$ cat src/h264rtp_pkg.sv
`default_nettype none

package h264rtp_pkg;

  // Fill counters cover the widest limit the configuration register can hold.
  localparam int unsigned FILL_W = 19;
  localparam int unsigned OFFSET_W = 18;

  // Depth of the queue between the parser and the frame store side.
  localparam int unsigned QUEUE_DEPTH = 2;

  // Configuration register indexes.
  localparam logic CFG_AVC_MODE = 1'b0;
  localparam logic CFG_MAX_FRAME_LIMIT = 1'b1;

  // One parsed byte, as the front end hands it to the back end.
  typedef struct packed {
    logic       clear;       // empty the frame before this byte
    logic       abandon;     // drop any open unit (new packet header)
    logic       put;         // a unit byte is offered to the frame store
    logic [7:0] put_byte;
    logic       unit_start;  // the offered byte opens a unit
    logic       finish;      // the open unit ends on this byte
    logic       short_pkt;
    logic       frag_first;
    logic       frag_last;
    logic [4:0] nal_type;
  } h264rtp_cmd_t;

  // One result item.
  typedef struct packed {
    logic                out_valid;
    logic [7:0]          out_byte;
    logic [OFFSET_W-1:0] out_offset;
    logic                unit_start;
    logic                unit_end;
    logic                unit_ok;
    logic                overflow;
    logic                short_packet;
    logic                frag_first;
    logic                frag_last;
    logic [4:0]          nal_type;
  } h264rtp_res_t;

endpackage

`default_nettype wire

$ cat src/h264rtp_ifs.sv
`default_nettype none

// Payload byte channel.
interface h264rtp_in_if;
  logic       valid;
  logic       ready;
  logic [7:0] data_byte;
  logic       packet_start;
  logic       packet_end;
  logic       frame_clear;

  modport source (output valid, output data_byte, output packet_start,
                  output packet_end, output frame_clear, input ready);
  modport sink (input valid, input data_byte, input packet_start,
                input packet_end, input frame_clear, output ready);
endinterface

// Result channel, one result per payload byte.
interface h264rtp_out_if;
  logic        valid;
  logic        ready;
  logic        out_valid;
  logic [7:0]  out_byte;
  logic [17:0] out_offset;
  logic        unit_start;
  logic        unit_end;
  logic        unit_ok;
  logic        overflow;
  logic        short_packet;
  logic        frag_first;
  logic        frag_last;
  logic [4:0]  nal_type;

  modport source (output valid, output out_valid, output out_byte, output out_offset,
                  output unit_start, output unit_end, output unit_ok, output overflow,
                  output short_packet, output frag_first, output frag_last,
                  output nal_type, input ready);
  modport sink (input valid, input out_valid, input out_byte, input out_offset,
                input unit_start, input unit_end, input unit_ok, input overflow,
                input short_packet, input frag_first, input frag_last,
                input nal_type, output ready);
endinterface

`default_nettype wire

$ cat src/h264_rtp_depacketizer.sv
`default_nettype none

// H.264 RTP payload depacketizer. Payload bytes enter one per request on in_if,
// with packet start and end marks, and every byte yields exactly one result on
// out_if: the byte to write into the frame store (or the rebuilt NAL header of a
// first FU fragment) with its offset, unit start and end marks, commit or
// overflow status, a short packet flag and the packet's NAL type and fragment
// bits. The block takes one byte per clock while the queue is not full; a result
// passes from the parser-to-store queue into the output register and then waits
// there until it is taken. The parser keeps accepting while the output stalls
// until the two-entry queue is full. Configuration (avc_mode, max_frame_limit) is
// written through cfg_we/cfg_index/cfg_wdata; the user must write it only
// while no request is in flight, as the block does not enforce this. The
// effective frame limit is the smaller of max_frame_limit and MAX_FRAME_BYTES.
module h264_rtp_depacketizer
  import h264rtp_pkg::*;
#(
  parameter int unsigned MAX_FRAME_BYTES = 262144
) (
  input  wire logic        clk,
  input  wire logic        rst_n,
  input  wire logic        cfg_we,
  input  wire logic        cfg_index,
  input  wire logic [18:0] cfg_wdata,
  h264rtp_in_if.sink       in_if,
  h264rtp_out_if.source    out_if
);

  logic              avc_mode_r;
  logic [FILL_W-1:0] max_frame_limit_r;
  logic              in_accept;
  logic              q_full;
  logic              q_not_empty;
  logic              q_pop;
  h264rtp_cmd_t      front_cmd;
  h264rtp_cmd_t      head_cmd;
  logic              res_valid;
  h264rtp_res_t      res;

  // Configuration registers.
  always_ff @(posedge clk) begin
    if (!rst_n) begin
      avc_mode_r <= 1'b0;
      max_frame_limit_r <= FILL_W'(262144);
    end else if (cfg_we) begin
      case (cfg_index)
        CFG_AVC_MODE:        avc_mode_r <= cfg_wdata[0];
        CFG_MAX_FRAME_LIMIT: max_frame_limit_r <= cfg_wdata;
        default: begin
        end
      endcase
    end
  end

  assign in_if.ready = !q_full;
  assign in_accept = in_if.valid && !q_full;

  h264rtp_front u_front (
    .clk          (clk),
    .rst_n        (rst_n),
    .avc_mode     (avc_mode_r),
    .in_valid     (in_if.valid),
    .data_byte    (in_if.data_byte),
    .packet_start (in_if.packet_start),
    .packet_end   (in_if.packet_end),
    .frame_clear  (in_if.frame_clear),
    .accept       (!q_full),
    .cmd          (front_cmd)
  );

  h264rtp_queue u_queue (
    .clk       (clk),
    .rst_n     (rst_n),
    .push      (in_accept),
    .push_cmd  (front_cmd),
    .full      (q_full),
    .pop       (q_pop),
    .not_empty (q_not_empty),
    .head_cmd  (head_cmd)
  );

  h264rtp_back #(
    .MAX_FRAME_BYTES (MAX_FRAME_BYTES)
  ) u_back (
    .clk             (clk),
    .rst_n           (rst_n),
    .max_frame_limit (max_frame_limit_r),
    .cmd_valid       (q_not_empty),
    .cmd             (head_cmd),
    .cmd_pop         (q_pop),
    .res_valid       (res_valid),
    .res             (res),
    .res_ready       (out_if.ready)
  );

  // Result channel.
  assign out_if.valid = res_valid;
  assign out_if.out_valid = res.out_valid;
  assign out_if.out_byte = res.out_byte;
  assign out_if.out_offset = res.out_offset;
  assign out_if.unit_start = res.unit_start;
  assign out_if.unit_end = res.unit_end;
  assign out_if.unit_ok = res.unit_ok;
  assign out_if.overflow = res.overflow;
  assign out_if.short_packet = res.short_packet;
  assign out_if.frag_first = res.frag_first;
  assign out_if.frag_last = res.frag_last;
  assign out_if.nal_type = res.nal_type;

endmodule

`default_nettype wire

$ cat src/h264rtp_front.sv
`default_nettype none

module h264rtp_front
  import h264rtp_pkg::*;
(
  input  wire logic         clk,
  input  wire logic         rst_n,
  input  wire logic         avc_mode,
  input  wire logic         in_valid,
  input  wire logic [7:0]   data_byte,
  input  wire logic         packet_start,
  input  wire logic         packet_end,
  input  wire logic         frame_clear,
  input  wire logic         accept,
  output h264rtp_cmd_t      cmd
);

  typedef enum logic [2:0] {
    PH_HDR   = 3'd0,
    PH_SKIPH = 3'd1,
    PH_SIZEHI = 3'd2,
    PH_SIZELO = 3'd3,
    PH_SKIPU = 3'd4,
    PH_UNIT  = 3'd5,
    PH_FUH   = 3'd6,
    PH_RUN   = 3'd7
  } phase_t;

  localparam logic [4:0] TYPE_STAP_A = 5'd24;
  localparam logic [4:0] TYPE_STAP_B = 5'd25;
  localparam logic [4:0] TYPE_MTAP16 = 5'd26;
  localparam logic [4:0] TYPE_MTAP24 = 5'd27;
  localparam logic [4:0] TYPE_FU_A   = 5'd28;
  localparam logic [4:0] TYPE_FU_B   = 5'd29;

  phase_t      phase_r, phase_nxt;
  logic [4:0]  type_r, type_nxt;
  logic [2:0]  skip_r, skip_nxt;
  logic [15:0] unit_left_r, unit_left_nxt;
  logic [2:0]  keep_r, keep_nxt;
  logic        first_r, first_nxt;
  logic        last_r, last_nxt;
  logic        open_r, open_nxt;

  // Parse one byte: decide the next phase and what the back end must do.
  always_comb begin
    logic [2:0]  skip_dec;
    logic [15:0] size_v;
    logic [15:0] left_dec;

    phase_nxt = phase_r;
    type_nxt = type_r;
    skip_nxt = skip_r;
    unit_left_nxt = unit_left_r;
    keep_nxt = keep_r;
    first_nxt = first_r;
    last_nxt = last_r;
    open_nxt = open_r;
    cmd = '0;
    cmd.clear = frame_clear;
    skip_dec = (skip_r == 3'd0) ? 3'd0 : skip_r - 3'd1;
    size_v = {unit_left_r[15:8], data_byte};
    left_dec = (unit_left_r == 16'd0) ? 16'd0 : unit_left_r - 16'd1;

    if (packet_start || phase_r == PH_HDR) begin
      // Payload header byte: classify the packet.
      cmd.abandon = 1'b1;
      open_nxt = 1'b0;
      type_nxt = avc_mode ? 5'd0 : data_byte[4:0];
      first_nxt = 1'b1;
      last_nxt = 1'b1;
      if (type_nxt == TYPE_STAP_A) begin
        phase_nxt = PH_SIZEHI;
      end else if (type_nxt == TYPE_STAP_B || type_nxt == TYPE_MTAP16 ||
                   type_nxt == TYPE_MTAP24) begin
        skip_nxt = 3'd2;
        phase_nxt = PH_SKIPH;
      end else if (type_nxt == TYPE_FU_A || type_nxt == TYPE_FU_B) begin
        keep_nxt = data_byte[7:5];
        phase_nxt = PH_FUH;
      end else begin
        cmd.put = 1'b1;
        cmd.put_byte = data_byte;
        cmd.unit_start = 1'b1;
        open_nxt = 1'b1;
        phase_nxt = PH_RUN;
      end
    end else begin
      case (phase_r)
        PH_SKIPH: begin
          skip_nxt = skip_dec;
          if (skip_dec == 3'd0) begin
            phase_nxt = (type_r == TYPE_FU_B) ? PH_RUN : PH_SIZEHI;
          end
        end
        PH_SIZEHI: begin
          unit_left_nxt = {data_byte, 8'h00};
          phase_nxt = PH_SIZELO;
        end
        PH_SIZELO: begin
          unit_left_nxt = size_v;
          if (type_r == TYPE_MTAP16) begin
            skip_nxt = 3'd3;
            phase_nxt = PH_SKIPU;
          end else if (type_r == TYPE_MTAP24) begin
            skip_nxt = 3'd4;
            phase_nxt = PH_SKIPU;
          end else begin
            phase_nxt = (size_v == 16'd0) ? PH_SIZEHI : PH_UNIT;
          end
        end
        PH_SKIPU: begin
          skip_nxt = skip_dec;
          if (skip_dec == 3'd0) begin
            phase_nxt = (unit_left_r == 16'd0) ? PH_SIZEHI : PH_UNIT;
          end
        end
        PH_UNIT: begin
          cmd.put = 1'b1;
          cmd.put_byte = data_byte;
          cmd.unit_start = !open_r;
          open_nxt = 1'b1;
          unit_left_nxt = left_dec;
          if (left_dec == 16'd0) begin
            cmd.finish = 1'b1;
            open_nxt = 1'b0;
            phase_nxt = PH_SIZEHI;
          end
        end
        PH_FUH: begin
          // FU header: fragment bits and the rebuilt NAL header on the first one.
          first_nxt = data_byte[7];
          last_nxt = data_byte[6];
          if (data_byte[7]) begin
            cmd.put = 1'b1;
            cmd.put_byte = {keep_r, data_byte[4:0]};
            cmd.unit_start = !open_r;
            open_nxt = 1'b1;
          end
          if (type_r == TYPE_FU_B) begin
            skip_nxt = 3'd2;
            phase_nxt = PH_SKIPH;
          end else begin
            phase_nxt = PH_RUN;
          end
        end
        default: begin
          cmd.put = 1'b1;
          cmd.put_byte = data_byte;
          cmd.unit_start = !open_r;
          open_nxt = 1'b1;
        end
      endcase
    end

    // Packet end: flag a cut header field and close any open unit.
    if (packet_end) begin
      cmd.short_pkt = (phase_nxt == PH_SKIPH) || (phase_nxt == PH_SIZELO) ||
                      (phase_nxt == PH_SKIPU) || (phase_nxt == PH_FUH);
      if (open_nxt) begin
        cmd.finish = 1'b1;
        open_nxt = 1'b0;
      end
      phase_nxt = PH_HDR;
    end

    cmd.frag_first = first_nxt;
    cmd.frag_last = last_nxt;
    cmd.nal_type = type_nxt;
  end

  // Parser state advances on each accepted byte.
  always_ff @(posedge clk) begin
    if (!rst_n) begin
      phase_r <= PH_HDR;
      type_r <= 5'd0;
      skip_r <= 3'd0;
      unit_left_r <= 16'd0;
      keep_r <= 3'd0;
      first_r <= 1'b1;
      last_r <= 1'b1;
      open_r <= 1'b0;
    end else if (accept && in_valid) begin
      phase_r <= phase_nxt;
      type_r <= type_nxt;
      skip_r <= skip_nxt;
      unit_left_r <= unit_left_nxt;
      keep_r <= keep_nxt;
      first_r <= first_nxt;
      last_r <= last_nxt;
      open_r <= open_nxt;
    end
  end

endmodule

`default_nettype wire

$ cat src/h264rtp_queue.sv
`default_nettype none

module h264rtp_queue
  import h264rtp_pkg::*;
(
  input  wire logic         clk,
  input  wire logic         rst_n,
  input  wire logic         push,
  input  wire h264rtp_cmd_t push_cmd,
  output logic              full,
  input  wire logic         pop,
  output logic              not_empty,
  output h264rtp_cmd_t      head_cmd
);

  localparam int unsigned PTR_W = $clog2(QUEUE_DEPTH);
  localparam int unsigned CNT_W = $clog2(QUEUE_DEPTH + 1);

  h264rtp_cmd_t     entry_r [QUEUE_DEPTH];
  logic [PTR_W-1:0] wr_ptr_r;
  logic [PTR_W-1:0] rd_ptr_r;
  logic [CNT_W-1:0] count_r;

  assign full = (count_r == CNT_W'(QUEUE_DEPTH));
  assign not_empty = (count_r != '0);
  assign head_cmd = entry_r[rd_ptr_r];

  // Entries carry no reset; only the pointers and count do.
  always_ff @(posedge clk) begin
    if (push) begin
      entry_r[wr_ptr_r] <= push_cmd;
    end
  end

  // Pointer and occupancy bookkeeping.
  always_ff @(posedge clk) begin
    if (!rst_n) begin
      wr_ptr_r <= '0;
      rd_ptr_r <= '0;
      count_r <= '0;
    end else begin
      if (push) begin
        wr_ptr_r <= (wr_ptr_r == PTR_W'(QUEUE_DEPTH - 1)) ? '0 : wr_ptr_r + 1'b1;
      end
      if (pop) begin
        rd_ptr_r <= (rd_ptr_r == PTR_W'(QUEUE_DEPTH - 1)) ? '0 : rd_ptr_r + 1'b1;
      end
      if (push && !pop) begin
        count_r <= count_r + 1'b1;
      end else if (pop && !push) begin
        count_r <= count_r - 1'b1;
      end
    end
  end

endmodule

`default_nettype wire

$ cat src/h264rtp_back.sv
`default_nettype none

module h264rtp_back
  import h264rtp_pkg::*;
#(
  parameter int unsigned MAX_FRAME_BYTES = 262144
) (
  input  wire logic          clk,
  input  wire logic          rst_n,
  input  wire logic [FILL_W-1:0] max_frame_limit,
  input  wire logic          cmd_valid,
  input  wire h264rtp_cmd_t  cmd,
  output logic               cmd_pop,
  output logic               res_valid,
  output h264rtp_res_t       res,
  input  wire logic          res_ready
);

  localparam logic [31:0] MAX_BYTES_W = 32'(MAX_FRAME_BYTES);

  logic [FILL_W-1:0] frame_r, frame_nxt;
  logic [FILL_W-1:0] pend_r, pend_nxt;
  logic              drop_r, drop_nxt;
  logic              res_valid_r;
  h264rtp_res_t      res_r, res_nxt;

  assign cmd_pop = cmd_valid && (!res_valid_r || res_ready);
  assign res_valid = res_valid_r;
  assign res = res_r;

  // Frame store bookkeeping for one parsed byte.
  always_comb begin
    logic [FILL_W:0] pend_inc;
    logic            over;

    frame_nxt = frame_r;
    pend_nxt = pend_r;
    drop_nxt = drop_r;
    res_nxt = '0;

    if (cmd.clear) begin
      frame_nxt = '0;
      pend_nxt = '0;
      drop_nxt = 1'b0;
    end
    if (cmd.abandon) begin
      pend_nxt = frame_nxt;
      drop_nxt = 1'b0;
    end

    pend_inc = {1'b0, pend_nxt} + 1'b1;
    over = (pend_inc > {1'b0, max_frame_limit}) ||
           ({{(32 - FILL_W - 1){1'b0}}, pend_inc} > MAX_BYTES_W);

    // A byte that would push the frame fill past the limit drops the whole unit.
    if (cmd.put) begin
      res_nxt.unit_start = cmd.unit_start;
      if (!drop_nxt) begin
        if (over) begin
          drop_nxt = 1'b1;
        end else begin
          res_nxt.out_valid = 1'b1;
          res_nxt.out_byte = cmd.put_byte;
          res_nxt.out_offset = pend_nxt[OFFSET_W-1:0];
          pend_nxt = pend_inc[FILL_W-1:0];
        end
      end
    end

    // Commit or discard the unit when it ends.
    if (cmd.finish) begin
      res_nxt.unit_end = 1'b1;
      if (drop_nxt) begin
        res_nxt.overflow = 1'b1;
      end else begin
        res_nxt.unit_ok = 1'b1;
        frame_nxt = pend_nxt;
      end
      pend_nxt = frame_nxt;
      drop_nxt = 1'b0;
    end

    res_nxt.short_packet = cmd.short_pkt;
    res_nxt.frag_first = cmd.frag_first;
    res_nxt.frag_last = cmd.frag_last;
    res_nxt.nal_type = cmd.nal_type;
  end

  // Fill counters and the output register.
  always_ff @(posedge clk) begin
    if (!rst_n) begin
      frame_r <= '0;
      pend_r <= '0;
      drop_r <= 1'b0;
      res_valid_r <= 1'b0;
    end else begin
      if (cmd_pop) begin
        frame_r <= frame_nxt;
        pend_r <= pend_nxt;
        drop_r <= drop_nxt;
        res_valid_r <= 1'b1;
      end else if (res_ready) begin
        res_valid_r <= 1'b0;
      end
    end
  end

  always_ff @(posedge clk) begin
    if (cmd_pop) begin
      res_r <= res_nxt;
    end
  end

endmodule

`default_nettype wire

$ cat src/flat_wrapper.sv
// flat-port wrapper written by rule: the top's interface ports become plain ports
module h264_rtp_depacketizer_flat import h264rtp_pkg::*;
#(
  parameter int unsigned MAX_FRAME_BYTES = 262144
)
  (clk, rst_n, cfg_we, cfg_index, cfg_wdata, in_if_valid, in_if_data_byte, in_if_packet_start, in_if_packet_end, in_if_frame_clear, in_if_ready, out_if_valid, out_if_out_valid, out_if_out_byte, out_if_out_offset, out_if_unit_start, out_if_unit_end, out_if_unit_ok, out_if_overflow, out_if_short_packet, out_if_frag_first, out_if_frag_last, out_if_nal_type, out_if_ready);
  h264rtp_in_if in_if_i ();
  h264rtp_out_if out_if_i ();
  input  wire logic clk;
  input  wire logic rst_n;
  input  wire logic cfg_we;
  input  wire logic cfg_index;
  input  wire logic [18:0] cfg_wdata;
  input wire logic [$bits(in_if_i.valid)-1:0] in_if_valid;
  input wire logic [$bits(in_if_i.data_byte)-1:0] in_if_data_byte;
  input wire logic [$bits(in_if_i.packet_start)-1:0] in_if_packet_start;
  input wire logic [$bits(in_if_i.packet_end)-1:0] in_if_packet_end;
  input wire logic [$bits(in_if_i.frame_clear)-1:0] in_if_frame_clear;
  output wire logic [$bits(in_if_i.ready)-1:0] in_if_ready;
  output wire logic [$bits(out_if_i.valid)-1:0] out_if_valid;
  output wire logic [$bits(out_if_i.out_valid)-1:0] out_if_out_valid;
  output wire logic [$bits(out_if_i.out_byte)-1:0] out_if_out_byte;
  output wire logic [$bits(out_if_i.out_offset)-1:0] out_if_out_offset;
  output wire logic [$bits(out_if_i.unit_start)-1:0] out_if_unit_start;
  output wire logic [$bits(out_if_i.unit_end)-1:0] out_if_unit_end;
  output wire logic [$bits(out_if_i.unit_ok)-1:0] out_if_unit_ok;
  output wire logic [$bits(out_if_i.overflow)-1:0] out_if_overflow;
  output wire logic [$bits(out_if_i.short_packet)-1:0] out_if_short_packet;
  output wire logic [$bits(out_if_i.frag_first)-1:0] out_if_frag_first;
  output wire logic [$bits(out_if_i.frag_last)-1:0] out_if_frag_last;
  output wire logic [$bits(out_if_i.nal_type)-1:0] out_if_nal_type;
  input wire logic [$bits(out_if_i.ready)-1:0] out_if_ready;
  assign in_if_i.valid = in_if_valid;
  assign in_if_i.data_byte = in_if_data_byte;
  assign in_if_i.packet_start = in_if_packet_start;
  assign in_if_i.packet_end = in_if_packet_end;
  assign in_if_i.frame_clear = in_if_frame_clear;
  assign in_if_ready = in_if_i.ready;
  assign out_if_valid = out_if_i.valid;
  assign out_if_out_valid = out_if_i.out_valid;
  assign out_if_out_byte = out_if_i.out_byte;
  assign out_if_out_offset = out_if_i.out_offset;
  assign out_if_unit_start = out_if_i.unit_start;
  assign out_if_unit_end = out_if_i.unit_end;
  assign out_if_unit_ok = out_if_i.unit_ok;
  assign out_if_overflow = out_if_i.overflow;
  assign out_if_short_packet = out_if_i.short_packet;
  assign out_if_frag_first = out_if_i.frag_first;
  assign out_if_frag_last = out_if_i.frag_last;
  assign out_if_nal_type = out_if_i.nal_type;
  assign out_if_i.ready = out_if_ready;
  h264_rtp_depacketizer #(.MAX_FRAME_BYTES(MAX_FRAME_BYTES)) u_core (.clk(clk), .rst_n(rst_n), .cfg_we(cfg_we), .cfg_index(cfg_index), .cfg_wdata(cfg_wdata), .in_if(in_if_i), .out_if(out_if_i));
endmodule
$ cat config.mk
export PLATFORM = sky130hd
export DESIGN_NAME = h264_rtp_depacketizer_flat
export DESIGN_NICKNAME = d
export VERILOG_FILES = /design/src/h264rtp_pkg.sv /design/src/h264rtp_ifs.sv /design/src/h264_rtp_depacketizer.sv /design/src/h264rtp_front.sv /design/src/h264rtp_queue.sv /design/src/h264rtp_back.sv /design/src/flat_wrapper.sv
export SDC_FILE = /design/constraint.sdc
export NUM_CORES = 1
export LEC_CHECK = 0
export BUFFER_PORTS_ARGS = -buffer_cell sky130_fd_sc_hd__buf_4
export CAP_MARGIN = 20
export CORE_MARGIN = 4
export CORE_UTILIZATION = 47
export CTS_CLUSTER_DIAMETER = 100
export CTS_CLUSTER_SIZE = 8
export DETAILED_ROUTE_END_ITERATION = 16
export RECOVER_POWER = 50
export SYNTH_ARGS = -nofsm -noshare
export SYNTH_HDL_FRONTEND = slang
export SYNTH_SLANG_ARGS = --single-unit
$ cat constraint.sdc
create_clock -name clk -period 6.2 [get_ports clk]
set_input_delay 0.93 -clock clk [delete_from_list [all_inputs] [get_ports clk]]
set_output_delay 0.93 -clock clk [all_outputs]
set_load 0.01 [all_outputs]
-- Yosys cells after proc, flatten, opt, wreduce, memory -nomap -nowiden
Memories as Yosys holds them, arrays and structs flattened. A register that Yosys moved wholly into a read port is not among the register bits.
Cells that the tools add are included.
- bits in registers: 136
- bits in latches: 0
- bits in writable memories: 42
- ROM bits: 0
- input bits: 36
- output and inout bits: 41
- word-level logic and storage cells: 189
- memories kept: 1
- add/sub/neg operators: 7
- multiply operators: 0
- divide/modulo/power cells: 0
- order comparisons: 2
- eq/ne operators: 24
- shift-type cells: 0
- multiplexer cells: 80
- bitwise operators: 6
- reductions and logical operators: 40
- memory list (memory ; words ; width ; read ports ; clocked after Yosys merged registers in ; wr ports ; RTL line ; text):
    u_core.u_queue.entry_r ; 2 ; 21 ; 1 ; 1 ; 1 ; h264rtp_queue.sv:19 ; h264rtp_cmd_t entry_r [QUEUE_DEPTH];
- operator list (cell ; number):
    $mux 19 ; 9
    $mux 3 ; 21
    $mux 10 ; 5
    $logic_not 16->1 ; 3
    $pmux 16 s3 ; 1
    $eq 5x5->1 const B ; 9
    $mux 1 ; 33
    $mux 27 ; 1
    $add 19x1->20 const B ; 1
    $gt 20x19->1 ; 1
    $gt 20x19->1 const B ; 1
    $pmux 10 s2 ; 1
    $pmux 3 s6 ; 1
    $mux 16 ; 1
    $sub 16x1->16 const B ; 1
    $eq 3x3->1 const B ; 5
    $mux 5 ; 2
    $eq 3x2->1 const B ; 3
    $logic_not 3->1 ; 3
    $logic_or 1x1->1 ; 9
    $pmux 3 s3 ; 1
    $reduce_bool 2->1 ; 4
    $eq 3x1->1 const B ; 2
    $mux 2 ; 3
    other kinds (23) ; 38

-- Logic depth before layout (Yosys ltp)
Gate-level depths: netlist (run 1).
- depth after elaboration: 12
- mapped depth: 28
- depth with buffers taken out: 24

-- Cells and area by module
A second synthesis (run 1) with hierarchy kept.
- cells, all modules: 1063
- area total of the unflattened synthesis: 10158.5 µm²
- by module, submodules not included (module ; instances ; cells an instance ; area an instance (µm²) ; seq. area each (µm²)):
    h264rtp_back ; 1 ; 527 ; 4934.7 ; 1971.9
    h264rtp_front ; 1 ; 356 ; 2647.5 ; 660.6
    h264rtp_queue ; 1 ; 87 ; 1729.2 ; 1361.3
    h264_rtp_depacketizer ; 1 ; 93 ; 847.1 ; 400.4

-- Worst setup path after synthesis (run 1)
Ideal clock, no wire load.
- path kind: register to register
- from: register (tool-made name)
- to: register u_core.u_back.frame_r[12]
- setup time: 0.117 ns
- data arrival time: 4.452 ns
- data required time: 6.083 ns
- slack: 1.631 ns
- cell stages (with the launch flop): 27
- path buffers: 4
- clock period less this slack: 4.569 ns
- path through: dfxtp_1 > buf_6 > mux2_4 > buf_6 > nand3_1 > and2_1 > inv_1 > ha_1 > o21ai_2 > nor2_1 > nand2_1 > mux2i_1 > inv_1 > ha_1 > nand2_1 > nor2_1 > a211oi_1 > o21ai_0 > o41ai_1 > nand2_1 > o21a_2 > inv_4 > nor2_2 > o311a_1 > buf_6 > buf_6 > a22o_1
- RTL lines (item ; RTL line ; text):
    end signal: assignment ; h264rtp_back.sv:98 ; frame_r <= frame_nxt;
    end: declaration ; h264rtp_back.sv:21 ; logic [FILL_W-1:0] frame_r, frame_nxt;

==> summary.md, run 1 <==
| Metric | Value |
|---|---|
| Status | `complete, but fails checks` |
| Failing checks | `max-capacitance violations, max-slew violations` |
| Clk slew on worst S/H paths | `80 ps` |
| Syn_nets | `1,149` |
| Max Root-Sink Buffers | `2` |
| Final core utilization | `a little over half` |
| Vias in the first global route | `7,851` |
| GR Overflow Total | `0` |
| Final #Nets | `1,199` |
| M2 GR Usage | `around a third` |
| Commonest non-fill, non-tap cells in the layout | `nand2_1, nor2_1, dfxtp_1` |
| Post-synth EDFFs | `slightly above 80` |
| Synth area leader | `edfxtp_1` |
| DRC | `0` |
| Commonest non-fill, non-tap cell in the layout | `nand2_1` |
| RSZ-0062 raised after global routing | `no` |
| Met1 usage | `between 30% and 40%` |
| CTS buffer count | `17` |
| Final Hold Viols | `0` |
| Register Area | `4390 um2` |
| First-pass DRT Iterations | `5` |
| Post-synth cell types | `85` |
| Hold Crit Depth | `2` |
| Period minus WS final | `5790 ps` |
| Place WS | `between 400 and 500 ps` |
| Crit start category | `register` |
| N_diodes | `0` |
| Relative slew slack | `-121%` |
| H-tree Lvls | `4` |
| Setup TNS | `0 ps` |
| Layout fillers | `1,953` |
| GR peak layer | `met1` |
| Pwr Density | `372 nW/um2` |
| Final worst slack | `414 ps` |
| M3 GR Usage | `under 10%` |
| IO Count | `77` |
| Clock Sinks | `roughly 180` |
| PortBufs | `76` |
| Worst-Skew Late Latency | `440 ps` |
| Final setup violating endpoints | `0` |
| Syn_area_per_cell | `9.11 um2` |
| Final instance area | `approximately 11,000 um2` |
| Async S/R FF share, synth | `0%` |
| #FFs+latches synth | `179` |
| TritonCTS clock tree | `done` |
| Share of cells above drive strength 1 | `between 10% and 20%` |
| Pins over their slew limit | `just under 80` |
| Chip height | `153 um` |
| Count of yosys warnings during synthesis | `0` |
| Worst vdd ir | `269 uV` |
| Post-Route Skew | `approximately 16 ps` |
| Cell count after synthesis | `1,090` |
| Leakage | `4.18 nW` |
| Max Cap Viol | `1` |
| Footprint of the multi-input gates | `about 5100 um2` |
| Rows | `between 50 and 60` |
| Maximum clock rate | `173 MHz` |
| Slew @ Worst Pin | `3310 ps` |
| Data arrival, critical path | `around 6000 ps` |
| Hold Crit Class | `register to register` |
| Area contributors post-synth | `edfxtp_1, dfxtp_1, nand2_1, nor2_1, o21ai_0` |
| WS Path Type | `register to register` |
| Initial core utilization | `48.5%` |
| Vias after detailed routing | `8,319` |
| R2r worst-path depth | `17` |
| Placed Area | `10,700 um2` |
| Sequential fraction of the synthesis area | `44.2%` |
| Worst EP required | `6520 ps` |
| GRT Total Usage | `between 20% and 30%` |
| Layout area overhead | `12.1%` |
| Die area | `between 20,000 and 25,000 um2` |
| Yosys top cell area share | `24.5%` |
| Initial antenna violation count | `1` |
| Drt total wl | `between 20 and 30 mm` |
| Ys flop type | `dfxtp_1` |
| Mapped cell area | `between 9000 and 10,000 um2` |
| Number of DRC violations after detailed-routing iteration 0 | `619` |
| Avg Vias per Cell | `5.85` |
| Die Span X | `153 um` |
| Hpwl dp | `18.9 mm` |
| CP max FO | `24` |
| Antenna Nets Post-Route | `0` |
| Core box area | `20,500 um2` |
| Final GP Congestion | `~1.0` |
| Largest net degree at the start of global routing | `77` |
| Post-CTS Setup Inserts | `0` |
| Root buffer cell | `clkbuf_16` |
| Final period util | `93.3%` |
| Global-route wire length before repair | `43.2 mm` |
| Routed len/inst | `18.9 um` |
| CP Capture Type | `register` |
==> cell usage after synthesis, types with 17 or more instances <==
| master | instances |
|---|---|
| a21oi_1 | 53 |
| inv_1 | 39 |
| edfxtp_1 | 81 |
| nand2_1 | 142 |
| nor3_1 | 24 |
| and2_1 | 31 |
| nand3_1 | 30 |
| clkbuf_1 | 41 |
| mux2i_1 | 25 |
| nor2_1 | 101 |
| xnor2_1 | 23 |
| ha_1 | 23 |
| a21boi_0 | 23 |
| dfxtp_1 | 98 |
| nor2b_1 | 22 |
| nand2b_1 | 17 |
| o211ai_1 | 18 |
| o21ai_0 | 65 |
==> cells by family after synthesis <==
logic type | synth area share (%)
fa+ha+maj | 2.90
mux | 4.75
compound gates | 19.1
flops | 44.2
xor+xnor | 2.73
buf+inv | 4.42
simple gates | 21.8
==> worst max-delay path, cell delays in order, from the launching register on <==
cell      delay [ps]
dfxtp_1          530
mux2i_4          390
buf_4            310
and3_1           240
o22a_1           360
nand4_4          210
or4_1            560
nand2_1          150
ha_1             270
a21oi_1          180
o211ai_1         130
o41ai_1          560
nand4_1          200
o21a_2           430
inv_4            110
nor2_2            50
o311a_2          540
a221o_1          420
==> metal layers <==
| metal | part of all wire, % | vias up |
|---|---|---|
| li1 | - | 4065 |
| met1 | 49 | 3946 |
| met2 | 43 | 282 |
| met3 | 6.5 | 26 |
| met4 | 1.1 | 0 |
| met5 | 0 | - |
==> worst paths after layout <==
| check | from | endpoint | slack, ps |
|---|---|---|---|
| min | u_core.max_frame_limit_r[11]$_SDFFE_PN0P_ | u_core.max_frame_limit_r[11]$_SDFFE_PN0P_ | 470 |
| min reg2reg | u_core.max_frame_limit_r[11]$_SDFFE_PN0P_ | u_core.max_frame_limit_r[11]$_SDFFE_PN0P_ | 470 |
| max | register | u_core.u_back.frame_r[3]$_SDFFE_PN0P_ | 410 |
| max reg2reg | register | u_core.u_back.frame_r[3]$_SDFFE_PN0P_ | 410 |
==> cell type report <==
type	count	share of cell area, %
clock buffer	17	3.82
timing repair buffer	89	4.45
tap	270	3.03
clock inverter	15	1.92
multi-input combinational	812	45.9
inverter	41	1.40
sequential	179	39.5
==> power breakdown <==
group          switching (mW)  internal (mW)
registers               0.128           1.54
logic                   0.921          0.417
clock network           0.568          0.563
total                    1.62           2.52
==> registers in the layout (all words and copies together) (netlist names), 5 cells and up, named ones only <==
register                    cells
u_core.u_front.unit_left_r     16
u_core.u_queue.entry_r         42
u_core.max_frame_limit_r       19
u_core.u_back.frame_r          19
u_core.u_front.type_r           5
u_core.u_back.pend_r           19
u_core.u_back.res              39
==> repair_timing <==
item                                    in CTS  in global routing
resized for setup                            0                  3
hold buffers                                 0                  0
endpoints found under the setup margin       0                  8
==> per-stage QoR <==
stage | total power [mW] | hold WS, ps | std cells
after floorplan | 2.59 | 417 | 1090
final | 4.14 | 469 | 1423
after global routing | 4.37 | 485 | 1423
after CTS | 4.25 | 471 | 1423
after global placement | 3.10 | 450 | 1390
after detailed placement | 3.12 | 453 | 1391
No activity file was read; power rests on OpenSTA's default activity.
==> run 2, diff against run 1 <==
CORE_UTILIZATION = 50   (was 47)
PLACE_DENSITY = 0.68   (was default)
==> summary.md, run 2 (synthesis results as in run 1) <==
| Metric | Value |
|---|---|
| Status | `complete, but fails checks` |
| Failing checks | `max-capacitance violations, max-slew violations` |
| Dpl cells | `1,387` |
| Hold Path Sink | `u_core.max_frame_limit_r[6]$_SDFFE_PN0P_` |
| Layout fillers | `approximately 1,800` |
| Die Span X | `between 100 and 150 um` |
| Slew @ Worst Pin | `approximately 3300 ps` |
| Pins over their slew limit | `94` |
| H-tree Lvls | `4` |
| Global-route wire length before repair | `42.3 mm` |
| Share of cells above drive strength 1 | `10.2%` |
| Number of DRC violations after detailed-routing iteration 0 | `792` |
| Max reg flops | `42` |
| Setup TNS | `0 ps` |
| RSZ-0062 raised after global routing | `no` |
| Slowest stage delay, CP | `550 ps` |
| Layout area overhead | `12.1%` |
| Initial antenna violation count | `1` |
| Final period util | `92.8%` |
| First-pass DRT Iterations | `5` |
| Largest register by flop count | `u_core.u_queue.entry_r` |
| GRT Total Usage | `roughly a quarter` |
| Reg2reg end | `u_core.u_back.frame_r[3]$_SDFFE_PN0P_` |
| Worst-Skew Late Latency | `roughly 450 ps` |
| Worst hold slack | `around 470 ps` |
| CP Capture Type | `register` |
| Die area | `around 22,000 um2` |
| CTS buffer count | `17` |
| Non-Filler Instances | `roughly 1,400` |
| Worst Min Path Start | `u_core.max_frame_limit_r[6]$_SDFFE_PN0P_` |
| Post-Route Skew | `between 15 and 20 ps` |
| IO Count | `77` |
| PortBufs | `76` |
| WS Path Type | `register to register` |
| Initial core utilization | `50.9%` |
| Register-to-register path setup slack | `~450 ps` |
| Drt total wl | `27.2 mm` |
| Final setup violating endpoints | `0` |
| Leakage | `about 4.2 nW` |
| Final worst slack | `around 450 ps` |
| Vias after detailed routing | `8,400` |
| Clock Sinks | `between 150 and 200` |
| R2r worst-path depth | `20` |
| Crit start category | `register` |
| Final Hold Viols | `0` |
| Hold Crit Depth | `2` |
| Hold Crit Class | `register to register` |
| Final GP Congestion | `0.963` |
| Place WS | `450 ps` |
| Antenna Nets Post-Route | `0` |
| Worst vdd ir | `202 uV` |
| Core box area | `19,500 um2` |
| TritonCTS clock tree | `done` |
| Commonest non-fill, non-tap cell in the layout | `nand2_1` |
| Root buffer cell | `clkbuf_16` |
| DRC | `0` |
| Vias in the first global route | `7,635` |
| N_diodes | `0` |
| Post-CTS Setup Inserts | `0` |
| Worst EP required | `6530 ps` |
| Pwr Density | `372 nW/um2` |
| Period minus WS final | `between 5000 and 6000 ps` |
| Final #Nets | `1,201` |
| Relative slew slack | `-118%` |
| Largest net degree at the start of global routing | `77` |
| Maximum clock rate | `174 MHz` |
| GR Overflow Total | `0` |
| Max Root-Sink Buffers | `2` |
| Clk slew on worst S/H paths | `80 ps` |
| CP max stage cell | `dfxtp_1` |
| Hpwl dp | `18.6 mm` |
| Chip height | `149 um` |
| Cells along the critical path | `mux2_4 -> nand3_1 -> and2_1 -> inv_1 -> ha_1 -> o21ai_2 -> nor2_1 -> nand2_1 -> xnor2_1 -> ha_1 -> nor2b_1 -> o21ai_0 -> nand2_1 -> o41ai_1 -> nand4_1 -> o21a_2 -> inv_4 -> nor2_2 -> o311a_2 -> a221o_1` |
| Data arrival, critical path | `~6100 ps` |
| CP max FO | `25` |
| Max Cap Viol | `2` |
| Avg Vias per Cell | `around 6` |
| Routed len/inst | `19.1 um` |
| Commonest non-fill, non-tap cells in the layout | `nand2_1, nor2_1, dfxtp_1` |
| Rows | `51` |
==> run 2: cell types whose count changed in the layout (fill, tap and decap cells not counted), sizes merged <==
cell,change
buf,+1
clkbuf,+1
==> run 2: stage by stage <==
| stage | power [mW] | area (um2) | util [%] |
|---|---|---|---|
| 2_1_floorplan | 2.59 | 9930 | - |
| 3_3_place_gp | 3.08 | 10700 | 54.6 |
| 3_5_place_dp | 3.10 | 10700 | 54.6 |
| 4_1_cts | 4.22 | 11300 | 57.9 |
| 5_1_grt | 4.34 | 11100 | 57.0 |
| 6_report | 4.14 | 11100 | 57.0 |
==> run 2: repair_timing <==
action,CTS,global route
endpoints found under the setup margin,0,4
gates resized for setup,0,2
hold buffers,0,0
hold endpoints to repair,0,0
==> run 2: how the worst max path moves through the flow <==
stage | startpoint | endpoint | slack, ps | cells after the start
detailed placement | register | u_core.u_back.frame_r[2]$_SDFFE_PN0P_ | 450 | 17
global route | register | u_core.u_back.frame_r[3]$_SDFFE_PN0P_ | 50 | 18
floorplan | register | u_core.u_back.frame_r[12]$_SDFFE_PN0P_ | 1630 | 26
global placement | register | u_core.u_back.frame_r[2]$_SDFFE_PN0P_ | 590 | 17
CTS | register | u_core.u_back.frame_r[3]$_SDFFE_PN0P_ | 450 | 17
finish | register | u_core.u_back.frame_r[3]$_SDFFE_PN0P_ | 450 | 20
==> run 2: per-layer routing <==
| layer | up-vias | routed length (um) | GRT usage (%) |
|---|---|---|---|
| met3 | 49 | 2520 | 5.38 |
| met5 | - | 13 | 0 |
| met4 | 2 | 508 | 6.59 |
| met2 | 386 | 11400 | 34.8 |
| met1 | 3908 | 12800 | 36.7 |
| li1 | 4055 | - | - |
==> run 2: where the power goes <==
group          switching [mW]  internal, mW  leakage [nW]  total (mW)
combinational           0.923         0.410          2.33        1.33
sequential              0.133          1.54          1.56        1.67
clock                   0.568         0.561         0.306        1.13
==> run 2: area by class of cell <==
| cell class | instances | area [um2] | area share (%) |
|---|---|---|---|
| inverter | 41 | 156 | 1.40 |
| tap | 265 | 332 | 2.98 |
| clock buffer | 17 | 425 | 3.82 |
| multi-input combinational | 812 | 5100 | 45.8 |
| sequential | 179 | 4390 | 39.5 |
| clock inverter | 15 | 216 | 1.94 |
| timing repair buffer | 91 | 507 | 4.55 |
==> run 2: critical path: cells and delay by family (launching register included) <==
kind	cells	cell delay, ps
flip-flops	1	550
XOR/XNOR	1	300
buffers and inverters	2	340
adder cells (fa/ha/maj)	2	560
multiplexers	1	480
AND/OR/NAND/NOR	8	1400
AO/OA/AOI/OAI	6	2000
==> run 3, diff against run 2 <==
HOLD_SLACK_MARGIN = 0.05   (was default)
PLACE_DENSITY = default   (was 0.68)
PLACE_DENSITY_LB_ADDON = 0.3   (was default)
==> summary.md, run 3 (synthesis results as in run 1) <==
| Metric | Value |
|---|---|
| Status | `complete, but fails checks` |
| Failing checks | `max-capacitance violations, max-slew violations` |
| Pwr Density | `about 370 nW/um2` |
| Placed Area | `10,600 um2` |
| Maximum clock rate | `171 MHz` |
| Largest net degree at the start of global routing | `77` |
| GR Overflow Total | `0` |
| Cells along the critical path | `buf_4 -> mux2_4 -> nor2_4 -> a32o_1 -> nand4_4 -> or4_1 -> nand2_1 -> ha_1 -> a21oi_1 -> o211ai_1 -> o41ai_1 -> nand4_1 -> o21a_2 -> inv_4 -> nor2_2 -> o311a_1 -> a221o_1` |
| Die Span X | `149 um` |
| CP max stage cell | `o311a_1` |
| RSZ-0062 raised after global routing | `no` |
| Max Root-Sink Buffers | `2` |
| Met1 WL | `12.5 mm` |
| Hold_buf cts | `0` |
| Slew @ Worst Pin | `~3300 ps` |
| Largest register by flop count | `u_core.u_queue.entry_r` |
| Final period util | `94.6%` |
| Clk slew on worst S/H paths | `80 ps` |
| Vias after detailed routing | `between 8,000 and 9,000` |
| Register-to-register path setup slack | `340 ps` |
| Commonest non-fill, non-tap cell in the layout | `nand2_1` |
| Number of DRC violations after detailed-routing iteration 0 | `744` |
| IO Count | `77` |
| Root buffer cell | `clkbuf_16` |
| Share of cells above drive strength 1 | `9.98%` |
| Final Hold Viols | `0` |
| Max reg flops | `42` |
| Tot Pwr | `4.13 mW` |
| Top routing layer used | `met4` |
| Drt total wl | `26.6 mm` |
| Met3 WL | `2.11 mm` |
| Period minus WS final | `5860 ps` |
| First-pass DRT Iterations | `5` |
| CTS buffer count | `17` |
| Clock Sinks | `about 180` |
| Final #Nets | `1,198` |
| Antenna Nets Post-Route | `0` |
| Worst Min Path Start | `u_core.u_back.pend_r[9]$_SDFFE_PN0P_` |
| Leakage | `4.18 nW` |
| Max Cap Viol | `2` |
| Final GP Congestion | `0.991` |
| Rows | `51` |
| CP Capture Type | `register` |
| H-tree Lvls | `4` |
| Commonest non-fill, non-tap cells in the layout | `nand2_1, nor2_1, dfxtp_1` |
| Final core utilization | `roughly 57%` |
| Worst-Skew Late Latency | `between 400 and 500 ps` |
| PortBufs | `76` |
| Data arrival, critical path | `6190 ps` |
| Routed len/inst | `18.8 um` |
| CP delay by family, top | `compound AO/OA/AOI/OAI gates` |
| CP Buf/Inv Count | `2` |
| Avg Vias per Cell | `slightly below 6` |
| Post-Route Skew | `9.03 ps` |
| Relative slew slack | `-118%` |
| Chip height | `149 um` |
| Hold Crit Class | `register to register` |
| Layout area overhead | `11.9%` |
| Worst hold slack | `about 460 ps` |
| Final instance area | `11,100 um2` |
| TritonCTS clock tree | `done` |
| Slowest stage delay, CP | `610 ps` |
| Vias in the first global route | `7,787` |
| Worst vdd ir | `227 uV` |
| Setup TNS | `0 ps` |
| Initial core utilization | `about half` |
| CTS-repair resized insts | `0` |
| CP max FO | `24` |
| Met2 wire length | `11.7 mm` |
| Worst EP required | `6530 ps` |
| Die area | `22,200 um2` |
| Final setup violating endpoints | `0` |
| Core box area | `a little under 20,000 um2` |
| DRC | `0` |
| N_diodes | `0` |
| Hpwl dp | `18.2 mm` |
| GRT Total Usage | `23.8%` |
| Post-CTS Setup Inserts | `0` |
| Global-route wire length before repair | `around 42 mm` |
| Pins over their slew limit | `133` |
| Initial antenna violation count | `0` |
| WS Path Type | `register to register` |
| Crit start category | `register` |
## run 3: area by class of cell
cell class	count	area, um2
clock inverters	15	215
repair buffers	88	488
inverters	41	156
well taps	265	332
multi-input cells	812	5100
fillers	1828	8420
clock buffers	17	425
flip-flops and latches	179	4390
## run 3: worst paths after layout
kind | endpoint | cells past startpoint
max | u_core.u_back.frame_r[3]$_SDFFE_PN0P_ | 17
min | u_core.u_back.pend_r[9]$_SDFFE_PN0P_ | 2
max reg2reg | u_core.u_back.frame_r[3]$_SDFFE_PN0P_ | 17
min reg2reg | u_core.u_back.pend_r[9]$_SDFFE_PN0P_ | 2
## run 3: through the flow
step                      std cells  setup WS, ps
after floorplan                1090          1630
after global placement         1384           587
after detailed placement       1384           393
after CTS                      1416           373
after global routing           1417          20.9
final                          1417           338
## run 3: worst register-to-register path: stages (launching register included)
cell and delay, ps:
dfxtp_1 510, buf_4 390, mux2_4 480, nor2_4 240, a32o_1 280, nand4_4 170
or4_1 570, nand2_1 140, ha_1 260, a21oi_1 160, o211ai_1 120, o41ai_1 550
nand4_1 210, o21a_2 280, inv_4 230, nor2_2 90, o311a_1 610, a221o_1 460
## run 3: where the power goes
part	total (mW)	internal (mW)	switching (mW)
clock network	1.14	0.563	0.573
logic	1.31	0.407	0.904
registers	1.68	1.55	0.132
total	4.13	2.52	1.61
## run 3: routing by layer
metal / up-vias / GRT usage [%]
li1: 4056 / -
met1: 3979 / 35.4
met2: 346 / 35.1
met3: 33 / 5.10
met4: 0 / 6.27
met5: - / 0
